<file path="src/hw/rtl/brq_pkg.sv">
`default_nettype none
// ----------------------------------------------------------------------------
// Byte ring queue package
// Shared constants, operation codes and the store control group.
// ----------------------------------------------------------------------------
package brq_pkg;

  localparam int DEPTH_DEFAULT = 256;
  localparam int SIZE_CAP      = 256;
  localparam int FUNC_W        = 3;
  localparam int BYTE_W        = 8;
  localparam int CNT_PORT_W    = 9;

  typedef enum logic [FUNC_W-1:0] {
    FUNC_PUSH   = 3'd0,
    FUNC_POP    = 3'd1,
    FUNC_PEEK   = 3'd2,
    FUNC_REWIND = 3'd3,
    FUNC_COMMIT = 3'd4,
    FUNC_SETOFF = 3'd5,
    FUNC_STATUS = 3'd6
  } func_t;

  typedef struct packed {
    logic wr_en;
    logic rd_en;
  } mem_ctl_t;

endpackage : brq_pkg
`default_nettype wire

</file>
<file path="src/hw/rtl/brq_mem.sv">
`default_nettype none
// ----------------------------------------------------------------------------
// Byte ring queue store
// Byte memory with one write port and one registered read port.
// ----------------------------------------------------------------------------
module brq_mem #(
  parameter int DEPTH = brq_pkg::DEPTH_DEFAULT
) (
  input  wire logic                       clk,
  input  wire brq_pkg::mem_ctl_t          ctl,
  input  wire logic [$clog2((DEPTH < brq_pkg::SIZE_CAP) ? DEPTH : brq_pkg::SIZE_CAP)-1:0] wr_addr,
  input  wire logic [$clog2((DEPTH < brq_pkg::SIZE_CAP) ? DEPTH : brq_pkg::SIZE_CAP)-1:0] rd_addr,
  input  wire logic [brq_pkg::BYTE_W-1:0] wr_data,
  output logic      [brq_pkg::BYTE_W-1:0] rd_data
);
  import brq_pkg::*;

  localparam int CAP = (DEPTH < SIZE_CAP) ? DEPTH : SIZE_CAP;

  logic [BYTE_W-1:0] mem [CAP];

  always_ff @(posedge clk) begin
    if (ctl.wr_en) begin
      mem[wr_addr] <= wr_data;
    end
    if (ctl.rd_en) begin
      rd_data <= mem[rd_addr];
    end
  end

endmodule : brq_mem
`default_nettype wire

</file>
<file path="src/hw/rtl/brq_ctrl.sv">
`default_nettype none
// ----------------------------------------------------------------------------
// Byte ring queue control
// Holds the cursors, counts and slot count, decodes one operation per
// transaction and derives the status fields from the updated state.
// ----------------------------------------------------------------------------
module brq_ctrl #(
  parameter int DEPTH = brq_pkg::DEPTH_DEFAULT
) (
  input  wire logic                           clk,
  input  wire logic                           rst,
  input  wire logic                           accept,
  input  wire logic [brq_pkg::FUNC_W-1:0]     func,
  input  wire logic [brq_pkg::BYTE_W-1:0]     data_in,
  input  wire logic [brq_pkg::CNT_PORT_W-1:0] peek_offset,
  input  wire logic                           cfg_we,
  input  wire logic [brq_pkg::CNT_PORT_W-1:0] cfg_data,
  output brq_pkg::mem_ctl_t                   mem_ctl,
  output logic [$clog2((DEPTH < brq_pkg::SIZE_CAP) ? DEPTH : brq_pkg::SIZE_CAP)-1:0] wr_addr,
  output logic [$clog2((DEPTH < brq_pkg::SIZE_CAP) ? DEPTH : brq_pkg::SIZE_CAP)-1:0] rd_addr,
  output logic [brq_pkg::BYTE_W-1:0]          wr_data,
  output logic                                op_ok,
  output logic                                rd_hit,
  output logic [brq_pkg::CNT_PORT_W-1:0]      count,
  output logic [brq_pkg::CNT_PORT_W-1:0]      free_space,
  output logic [brq_pkg::CNT_PORT_W-1:0]      peek_remaining,
  output logic [brq_pkg::CNT_PORT_W-1:0]      peek_position,
  output logic                                is_empty,
  output logic                                peek_exhausted
);
  import brq_pkg::*;

  localparam int CAP   = (DEPTH < SIZE_CAP) ? DEPTH : SIZE_CAP;
  localparam int IDX_W = $clog2(CAP);
  localparam int CNT_W = $clog2(CAP + 1);

  logic [CNT_W-1:0] size;
  logic [IDX_W-1:0] head, head_next;
  logic [IDX_W-1:0] tail, tail_next;
  logic [IDX_W-1:0] peek, peek_next;
  logic [CNT_W-1:0] fill, fill_next;
  logic [CNT_W-1:0] left, left_next;
  logic             ok_next;
  logic             rd_next;
  logic [CNT_W:0]   pos;
  logic [CNT_W-1:0] size_wr;

  function automatic logic [IDX_W-1:0] advance(input logic [IDX_W-1:0] idx,
                                               input logic [CNT_W-1:0] slots);
    logic [CNT_W-1:0] inc;
    inc = CNT_W'(idx) + CNT_W'(1);
    return (inc >= slots) ? '0 : inc[IDX_W-1:0];
  endfunction

  always_comb begin
    if (cfg_data == '0) begin
      size_wr = CNT_W'(1);
    end else if (cfg_data > CNT_PORT_W'(CAP)) begin
      size_wr = CNT_W'(CAP);
    end else begin
      size_wr = cfg_data[CNT_W-1:0];
    end
  end

  always_comb begin
    head_next = head;
    tail_next = tail;
    peek_next = peek;
    fill_next = fill;
    left_next = left;
    ok_next   = 1'b0;
    rd_next   = 1'b0;
    mem_ctl   = '0;
    rd_addr   = peek;
    pos       = (CNT_W+1)'(head) + (CNT_W+1)'(peek_offset[CNT_W-1:0]);
    if (pos >= (CNT_W+1)'(size)) begin
      pos = pos - (CNT_W+1)'(size);
    end
    unique case (func_t'(func))
      FUNC_PUSH: begin
        if (fill < size) begin
          mem_ctl.wr_en = accept;
          tail_next     = advance(tail, size);
          fill_next     = fill + CNT_W'(1);
          left_next     = left + CNT_W'(1);
          ok_next       = 1'b1;
        end
      end
      FUNC_POP: begin
        rd_addr = head;
        if (fill != '0) begin
          mem_ctl.rd_en = accept;
          head_next     = advance(head, size);
          peek_next     = head_next;
          fill_next     = fill - CNT_W'(1);
          left_next     = fill - CNT_W'(1);
          ok_next       = 1'b1;
          rd_next       = 1'b1;
        end
      end
      FUNC_PEEK: begin
        if (left != '0) begin
          mem_ctl.rd_en = accept;
          peek_next     = advance(peek, size);
          left_next     = left - CNT_W'(1);
          ok_next       = 1'b1;
          rd_next       = 1'b1;
        end
      end
      FUNC_REWIND: begin
        peek_next = head;
        left_next = fill;
        ok_next   = 1'b1;
      end
      FUNC_COMMIT: begin
        head_next = peek;
        fill_next = left;
        ok_next   = 1'b1;
      end
      FUNC_SETOFF: begin
        if (peek_offset <= CNT_PORT_W'(fill)) begin
          peek_next = pos[IDX_W-1:0];
          left_next = fill - peek_offset[CNT_W-1:0];
          ok_next   = 1'b1;
        end
      end
      FUNC_STATUS: begin
        ok_next = 1'b1;
      end
      default: begin
      end
    endcase
  end

  assign wr_addr = tail;
  assign wr_data = data_in;

  always_ff @(posedge clk) begin
    if (rst) begin
      size   <= CNT_W'(CAP);
      head   <= '0;
      tail   <= '0;
      peek   <= '0;
      fill   <= '0;
      left   <= '0;
      op_ok  <= 1'b0;
      rd_hit <= 1'b0;
    end else if (cfg_we) begin
      size <= size_wr;
      head <= '0;
      tail <= '0;
      peek <= '0;
      fill <= '0;
      left <= '0;
    end else if (accept) begin
      head   <= head_next;
      tail   <= tail_next;
      peek   <= peek_next;
      fill   <= fill_next;
      left   <= left_next;
      op_ok  <= ok_next;
      rd_hit <= rd_next;
    end
  end

  assign count          = CNT_PORT_W'(fill);
  assign free_space     = CNT_PORT_W'(size - fill);
  assign peek_remaining = CNT_PORT_W'(left);
  assign peek_position  = CNT_PORT_W'(fill - left);
  assign is_empty       = (fill == '0);
  assign peek_exhausted = (left == '0);

endmodule : brq_ctrl
`default_nettype wire

</file>
<file path="src/hw/rtl/byte_ring_queue_with_peek.sv">
`default_nettype none
// ----------------------------------------------------------------------------
// Byte ring queue with peek cursor
// A transaction's result is registered, valid in the cycle after acceptance.
// Throughput: one operation per cycle unless the output stalls, set by the
// single store read port and the cursor update done in the accepting cycle.
// Reset: cursors and counts clear, slot count returns to its maximum, and
// the store contents are left undefined until written.
// ----------------------------------------------------------------------------
module byte_ring_queue_with_peek #(
  parameter int DEPTH = brq_pkg::DEPTH_DEFAULT
) (
  input  wire logic                           clk,
  input  wire logic                           rst,
  input  wire logic                           in_valid,
  output logic                                in_stall,
  input  wire logic [brq_pkg::FUNC_W-1:0]     func,
  input  wire logic [brq_pkg::BYTE_W-1:0]     data_in,
  input  wire logic [brq_pkg::CNT_PORT_W-1:0] peek_offset,
  input  wire logic                           buffer_size_we,
  input  wire logic [brq_pkg::CNT_PORT_W-1:0] buffer_size,
  output logic                                out_valid,
  input  wire logic                           out_stall,
  output logic [brq_pkg::BYTE_W-1:0]          data_out,
  output logic                                ok,
  output logic [brq_pkg::CNT_PORT_W-1:0]      count,
  output logic [brq_pkg::CNT_PORT_W-1:0]      free_space,
  output logic [brq_pkg::CNT_PORT_W-1:0]      peek_remaining,
  output logic [brq_pkg::CNT_PORT_W-1:0]      peek_position,
  output logic                                is_empty,
  output logic                                peek_exhausted
);
  import brq_pkg::*;

  localparam int CAP   = (DEPTH < SIZE_CAP) ? DEPTH : SIZE_CAP;
  localparam int IDX_W = $clog2(CAP);

  logic              accept;
  logic              rd_hit;
  mem_ctl_t          mem_ctl;
  logic [IDX_W-1:0]  wr_addr;
  logic [IDX_W-1:0]  rd_addr;
  logic [BYTE_W-1:0] wr_data;
  logic [BYTE_W-1:0] rd_data;

  assign in_stall = out_valid && out_stall;
  assign accept   = in_valid && !in_stall;

  always_ff @(posedge clk) begin
    if (rst) begin
      out_valid <= 1'b0;
    end else if (accept) begin
      out_valid <= 1'b1;
    end else if (!out_stall) begin
      out_valid <= 1'b0;
    end
  end

  brq_ctrl #(
    .DEPTH(DEPTH)
  ) u_ctrl (
    .clk            (clk),
    .rst            (rst),
    .accept         (accept),
    .func           (func),
    .data_in        (data_in),
    .peek_offset    (peek_offset),
    .cfg_we         (buffer_size_we),
    .cfg_data       (buffer_size),
    .mem_ctl        (mem_ctl),
    .wr_addr        (wr_addr),
    .rd_addr        (rd_addr),
    .wr_data        (wr_data),
    .op_ok          (ok),
    .rd_hit         (rd_hit),
    .count          (count),
    .free_space     (free_space),
    .peek_remaining (peek_remaining),
    .peek_position  (peek_position),
    .is_empty       (is_empty),
    .peek_exhausted (peek_exhausted)
  );

  brq_mem #(
    .DEPTH(DEPTH)
  ) u_mem (
    .clk     (clk),
    .ctl     (mem_ctl),
    .wr_addr (wr_addr),
    .rd_addr (rd_addr),
    .wr_data (wr_data),
    .rd_data (rd_data)
  );

  assign data_out = rd_hit ? rd_data : '0;

endmodule : byte_ring_queue_with_peek
`default_nettype wire
</file>
<file path="config.mk">
export PLATFORM = sky130hd
export DESIGN_NAME = byte_ring_queue_with_peek
export DESIGN_NICKNAME = d
export VERILOG_FILES = /design/src/hw/rtl/brq_pkg.sv /design/src/hw/rtl/brq_mem.sv /design/src/hw/rtl/brq_ctrl.sv /design/src/hw/rtl/byte_ring_queue_with_peek.sv
export SDC_FILE = /design/constraint.sdc
export NUM_CORES = 2
export LEC_CHECK = 0
export BUFFER_PORTS_ARGS = -buffer_cell sky130_fd_sc_hd__buf_4
export CAP_MARGIN = 20
export CORE_ASPECT_RATIO = 1.2
export CORE_MARGIN = 3
export CORE_UTILIZATION = 65
export CTS_BUF_LIST = sky130_fd_sc_hd__clkbuf_4
export CTS_CLUSTER_DIAMETER = 80
export DETAILED_ROUTE_END_ITERATION = 10
export GPL_TIMING_DRIVEN = 0
export HOLD_SLACK_MARGIN = 0.08
export PLACE_DENSITY_LB_ADDON = 0.05
export SKIP_LAST_GASP = 1
export SLEW_MARGIN = 20
export SYNTH_ARGS = -nofsm -noshare
export SYNTH_HDL_FRONTEND = slang
export SYNTH_HIERARCHICAL = 1
export SYNTH_SLANG_ARGS = --single-unit
</file>
<file path="constraint.sdc">
create_clock -name clk -period 4.2 [get_ports clk]
set_clock_uncertainty 0.05 [all_clocks]
set_input_delay 0.42 -clock clk [delete_from_list [all_inputs] [get_ports clk]]
set_output_delay 0.42 -clock clk [all_outputs]
set_load 0.005 [all_outputs]
</file>
After elaboration in Yosys (flattened, before gate mapping)
Memory sizes are Yosys's and may differ from the RTL's. A register that Yosys moved wholly into a read port is not among the register bits.
Cells that the tools add are included.
- add/subtract/negate cells: 12
- magnitude comparators: 7
- eq/ne operators: 11
- multiplexer cells: 35
- bitwise operators: 1
- reductions and logical operators: 21
- operators by type and width (kind ; number):
    two-way mux 8 bit ; 9
    two-way mux 9 bit ; 7
    one-hot mux 9 bit (5 select lines) ; 1
    one-hot mux 8 bit (4 select lines) ; 1
    adder 8 x 1 -> 9 bit (second input constant) ; 3
    >= comparator 9 bit ; 3
    logical NOT 9 bit ; 3
    one-hot mux 9 bit (3 select lines) ; 1
    subtractor 9 bit ; 3
    adder 9 x 1 -> 9 bit (second input constant) ; 2
    nonzero test 9 bit ; 2
    subtractor 9 x 1 -> 9 bit (second input constant) ; 2
    one-hot mux 8 bit (2 select lines) ; 1
    two-way mux 1 bit ; 12
    adder 8 x 9 -> 10 bit ; 1
    >= comparator 10 x 9 -> 1 bit ; 1
    inequality test 2 x 1 -> 1 bit (second input constant) ; 5
    == test 3 bit (second input constant) ; 3
    greater-than comparator 9 bit (second input constant) ; 1
    <= comparator 9 bit ; 1
    less-than comparator 9 bit ; 1
    subtractor 8 bit ; 1
    == test 3 x 2 -> 1 bit (second input constant) ; 2
    AND reduction 3 bit ; 2
    17 further kinds ; 19
- bits in registers: 54
- RAM bits: 2048
- output and inout bits: 49
- memories: 1
- memories (memory ; depth ; bits a word ; rd ports ; clocked after memory_dff ; wr ports ; line ; source):
    u_mem.mem ; 256 ; 8 ; 1 ; 1 ; 1 ; brq_mem.sv:20 ; logic [BYTE_W-1:0] mem [CAP];

Longest topological paths before layout
- word-level depth: 7
- gate-level depth with buffers: 17

By module
The synthesis kept the hierarchy.
- modules (own cells, without submodules) (module ; times used ; cells an instance ; area each (µm²) ; sequential area each (µm²)):
    brq_mem ; 1 ; 3733 ; 79636.4 ; 61739.2
    brq_ctrl ; 1 ; 855 ; 6407.4 ; 1061.0
    byte_ring_queue_with_peek ; 1 ; 13 ; 96.3 ; 20.0

Worst setup path before layout
OpenSTA, ideal clock, no wires.
- kind: register to register
- from: register u_ctrl.fill[6], in the netlist u_ctrl/count[6]
- to: memory u_mem.mem[234][0] (enable)
- setup time: 0.370 ns
- data arrival time: 3.398 ns
- required time: 3.780 ns
- path slack: 0.382 ns
- stages on the path, launching flop included: 16
- buffers on the path: 5
- cells stage by stage: dfxtp_1 clkbuf_1 inv_1 ha_1 nand4_1 nor3_1 or3_1 a21oi_2 nand2_2 inv_2 buf_4 clkbuf_1 buf_1 nand3_1 clkbuf_1 nor2_1
- RTL lines (item ; line ; source):
    from (decl) ; brq_ctrl.sv:41 ; logic [CNT_W-1:0] fill, fill_next;
    from (signal assigned) ; brq_ctrl.sv:159 ; fill <= fill_next;
    to (decl) ; brq_mem.sv:20 ;

Final worst setup path
- from: register u_ctrl.head[5]
- to: register u_mem/rd_data[6] (netlist name) (read register of u_mem.mem) (data pin)
- cells in the longest elaborated chain, start to end: 1
- ends and longest elaborated chain (item ; line ; source):
    from (decl) ; brq_ctrl.sv:38 ; logic [IDX_W-1:0] head, head_next;
    from (signal assigned) ; brq_ctrl.sv:156 ; head <= head_next;
    two-way mux 8 bit ; brq_ctrl.sv:79 ; unique case (func_t'(func))
    via rd_addr[5] ; byte_ring_queue_with_peek.sv:42 ; logic [IDX_W-1:0] rd_addr;
    to (decl) ; brq_mem.sv:14 ; output logic [brq_pkg::BYTE_W-1:0] rd_data
The timed path passes the listed nets, and every way through them passes these cells.
A chain may end at the register's enable or synchronous reset.

==> metrics.md <==
| Metric | Value |
|---|---|
| Primary FF master, synth | edfxtp_1 |
| Clock Sinks | 2110 |
| # setup viols final | 20 |
| Global-route met3 utilization | 0.127 |
| Synth cell types | 89 |
| Vias in the first global route | 51113 |
| Post-synthesis cell count | 4601 |
| IO Pins | 83 |
| Drc violations | 0 |
| Worst hold slack | 0.126 ns |
| Met2 GRT Util | 0.596 |
| Antenna violation net count after detailed routing | 0 |
| # nets final | 5492 |
| Clk slew on worst S/H paths | 0.07 ns |
| Total die area | 137000 sq um |
| Status | finished, violations left |
| WL/cell | 35.7 microns |
| Worst slew margin | 0.181 |
| Fin crit share | 1.06 |
| Total track usage | 0.396 |
| Yosys top cell area share | 0.717 |
| Via count | 51777 |
| Synth warn | 6 |
| FF+latch count, synth | 2110 |
| Fin. Hold Viols | 0 |
| Share of cells above drive strength 1 | 0.332 |
| CP Capture Type | flop |
| CTS HTree Levels | 5 |
| Failing checks | negative setup slack |
| Final Max Slew Viols | 0 |
| Synth cell count leaders | edfxtp_1 (2056), mux4_2 (454), nor2_1 (338) |
| Maximum number of pins on one net before global-route repair | 137 |
| Rows | 145 |
| Peak Freq | 0.224 GHz |
| Gr ovfl total | 0 |
| Syn_nets | 4724 |
| Core area | 131000 sq um |
| Final Routed Wirelength | 267 mm |
| Critical path peak fanout | 10 |
| Average instance area after synthesis | 18.7 sq um |
| Crit path time final | 4.46 ns |
| DR iter-0 viols | 8118 |
| Final HPWL DP | 178 mm |
| Initial core utilization | 0.659 |
| Die Width | 338 microns |
| CTS Buffer Depth | 4 |
| Post-synth ARST share | 0 |
| Cell total after placement | 6463 |
| CTS tree | built |
| GRT busiest layer | met2 |
| Met1 Use GR | 0.513 |
| Cell Pwr Density | 405 nW/um^2 |
| Leakage | 31.4 nW |
| Critical Path Source Type | flop |
| Measured slew at the worst slew-check pin | 1.23 ns |
| Worst slack, placed | -2.60 ns |
| Most numerous cell in the Yosys netlist | edfxtp_1 |
| Hold WC Path Type | in2reg |
| Clk_lat worst skew | 1.38 ns |
| Fin cells | 7494 |
| Area added between synthesis and finish | 16.0% |
| Vias per cell | 6.91 |
| PortBufs | 72 |
| Synth area leaders | edfxtp_1 (72%), mux4_2 (12%), mux2i_1 (1.6%), nor2_1 (1.5%), dfxtp_1 (1.3%) |
| Setup ws final | -0.255 ns |
| Post-synth EDFFs | 2056 |
| Drt pass-1 iters | 7 |
| Max-cap violations | 0 |
| Antenna violations before repair | 12 |
| Syn Std Cell Area | 86100 sq um |
| Die height | 405 microns |
| Crit Path Class | reg2reg |
| Data required, critical path | 5.24 ns |
| RSZ-0062 raised after global routing | true |
| Worst IR drop on VDD | 0.000328 V |
| Worst path arrival time | 5.50 ns |
| Global-route wire length before repair | 374 mm |
| Post-synthesis sequential area ratio | 0.729 |
| CTS Buf Count | 491 |
| CTS Root Cell | clkbuf_4 |
| Cell taking the most area after synthesis | edfxtp_1 |
| Placer Congestion | 1.04 |
metrics by stage:
step | area [sq um] | power, mW | utilization | TNS (ns)
after floorplan | 86100 | 24.5 | - | 0
after global placement | 88900 | 25.2 | 0.680 | -3743.41
after detailed placement | 89700 | 25.3 | 0.686 | -3150.90
after CTS | 99100 | 40.6 | 0.757 | -9.98
after global routing | 99900 | 41.9 | 0.764 | -1.82
final | 99900 | 40.5 | 0.764 | -1.06
sequential cells by signal, summed over array words and instances (netlist names):
| register | cells |
|---|---|
| u_mem/mem | 2048 |
| out_valid | 1 |
| u_mem/rd_data | 8 |
| u_ctrl/rd_hit | 1 |
| u_ctrl/op_ok | 1 |
| u_ctrl/size | 9 |
| u_ctrl/peek | 8 |
| u_ctrl/peek_remaining | 9 |
| u_ctrl/count | 9 |
| u_ctrl/wr_addr | 8 |
| u_ctrl/head | 8 |
path summary, 6_finish.rpt:
path | startpoint | end | slack [ns] | cells past startpoint
setup / recovery | u_ctrl/head[5] | u_mem/rd_data[6] | -0.26 | 9
hold / removal | data_in[5] | u_mem/mem[158][5] | 0.13 | 3
setup reg to reg | u_ctrl/head[5] | u_mem/rd_data[6] | -0.26 | 9
hold reg to reg | u_ctrl/peek_remaining[4] | u_ctrl/peek_remaining[4] | 0.51 | 2
cell type report:
cell class              count  area, sq um
multi-input cells        2155        23500
fillers                  7503        30900
plain buffers             272         2070
clock buffers             695         5220
inverters                  62          244
well taps                1764         2210
repair buffers            277         3170
diodes                     11         27.5
clock inverters           148          662
flip-flops and latches   2110        62800
placed cells by master, fill, tap and decap left out, types with 19 or more instances in the layout:
cell type | netlist | final
clkbuf_1 | 135 | 55
nand4_1 | 19 | 19
a211oi_1 | 27 | 24
nor3_1 | 45 | 34
o21ai_0 | 61 | 59
inv_1 | 58 | 56
buf_12 | 8 | 28
buf_2 | 36 | 28
clkbuf_2 | 0 | 52
dlygate4sd3_1 | 0 | 124
dfxtp_1 | 54 | 38
xor2_1 | 19 | 19
a21oi_1 | 158 | 150
edfxtp_1 | 2056 | 2056
o22ai_1 | 42 | 41
clkinv_1 | 3 | 123
xnor2_1 | 43 | 43
a22oi_1 | 142 | 142
buf_16 | 0 | 26
buf_8 | 13 | 23
o221ai_1 | 49 | 45
buf_6 | 23 | 30
and3_1 | 25 | 25
mux2i_1 | 139 | 139
a221oi_1 | 25 | 21
buf_4 | 36 | 133
mux4_2 | 454 | 454
nand2_1 | 108 | 106
ha_1 | 83 | 81
nand2b_1 | 19 | 19
clkbuf_4 | 0 | 725
nor2b_1 | 57 | 55
nor2_2 | 1 | 68
nor2_1 | 338 | 103
nor2_4 | 0 | 168
nand3_1 | 70 | 61
critical path, cell delays in order (launching register included):
cell	delay, ns
dfxtp_1	0.58
nand2_1	0.11
nand2_1	0.55
buf_2	0.40
clkbuf_1	0.80
o221ai_1	0.45
nor3_1	0.33
a21oi_1	0.15
a22oi_1	0.65
nor4_4	0.13
where the power goes:
part / total [mW] / switching [mW] / internal, mW
registers: 23.1 / 0.0288 / 23.1
logic: 1.92 / 1.24 / 0.681
clock network: 15.5 / 7.74 / 7.75
routing by layer:
layer  wire length [microns]  share of wire  vias up
li1                        -              -    20778
met1                   90200           0.34    26205
met2                  122000           0.46     3993
met3                   35700           0.13      795
met4                   18900          0.071        6
met5                      34        0.00013        -
cells by family (layout without fill, tap and decap cells):
| group | count (synthesis) | count (layout) | synth area share |
|---|---|---|---|
| mux | 597 | 597 | 0.136 |
| buf+inv | 336 | 1454 | 0.0219 |
| compound gates | 631 | 631 | 0.0507 |
| flops | 2110 | 2110 | 0.729 |
| fa+ha+maj | 89 | 89 | 0.0135 |
| simple gates | 776 | 776 | 0.0426 |
| xor+xnor | 62 | 62 | 0.00630 |
| other cells | 0 | 11 | 0 |
repair_timing:
action | CTS | global route
setup buffers | 37 | 13
endpoints found under the hold margin | 2098 | 3
gates resized for setup | 459 | 224
pin swaps | 26 | 17
hold buffers | 127 | 1
setup endpoints to repair | 2066 | 1618
Note: power is estimated with default switching activity, not from simulation.
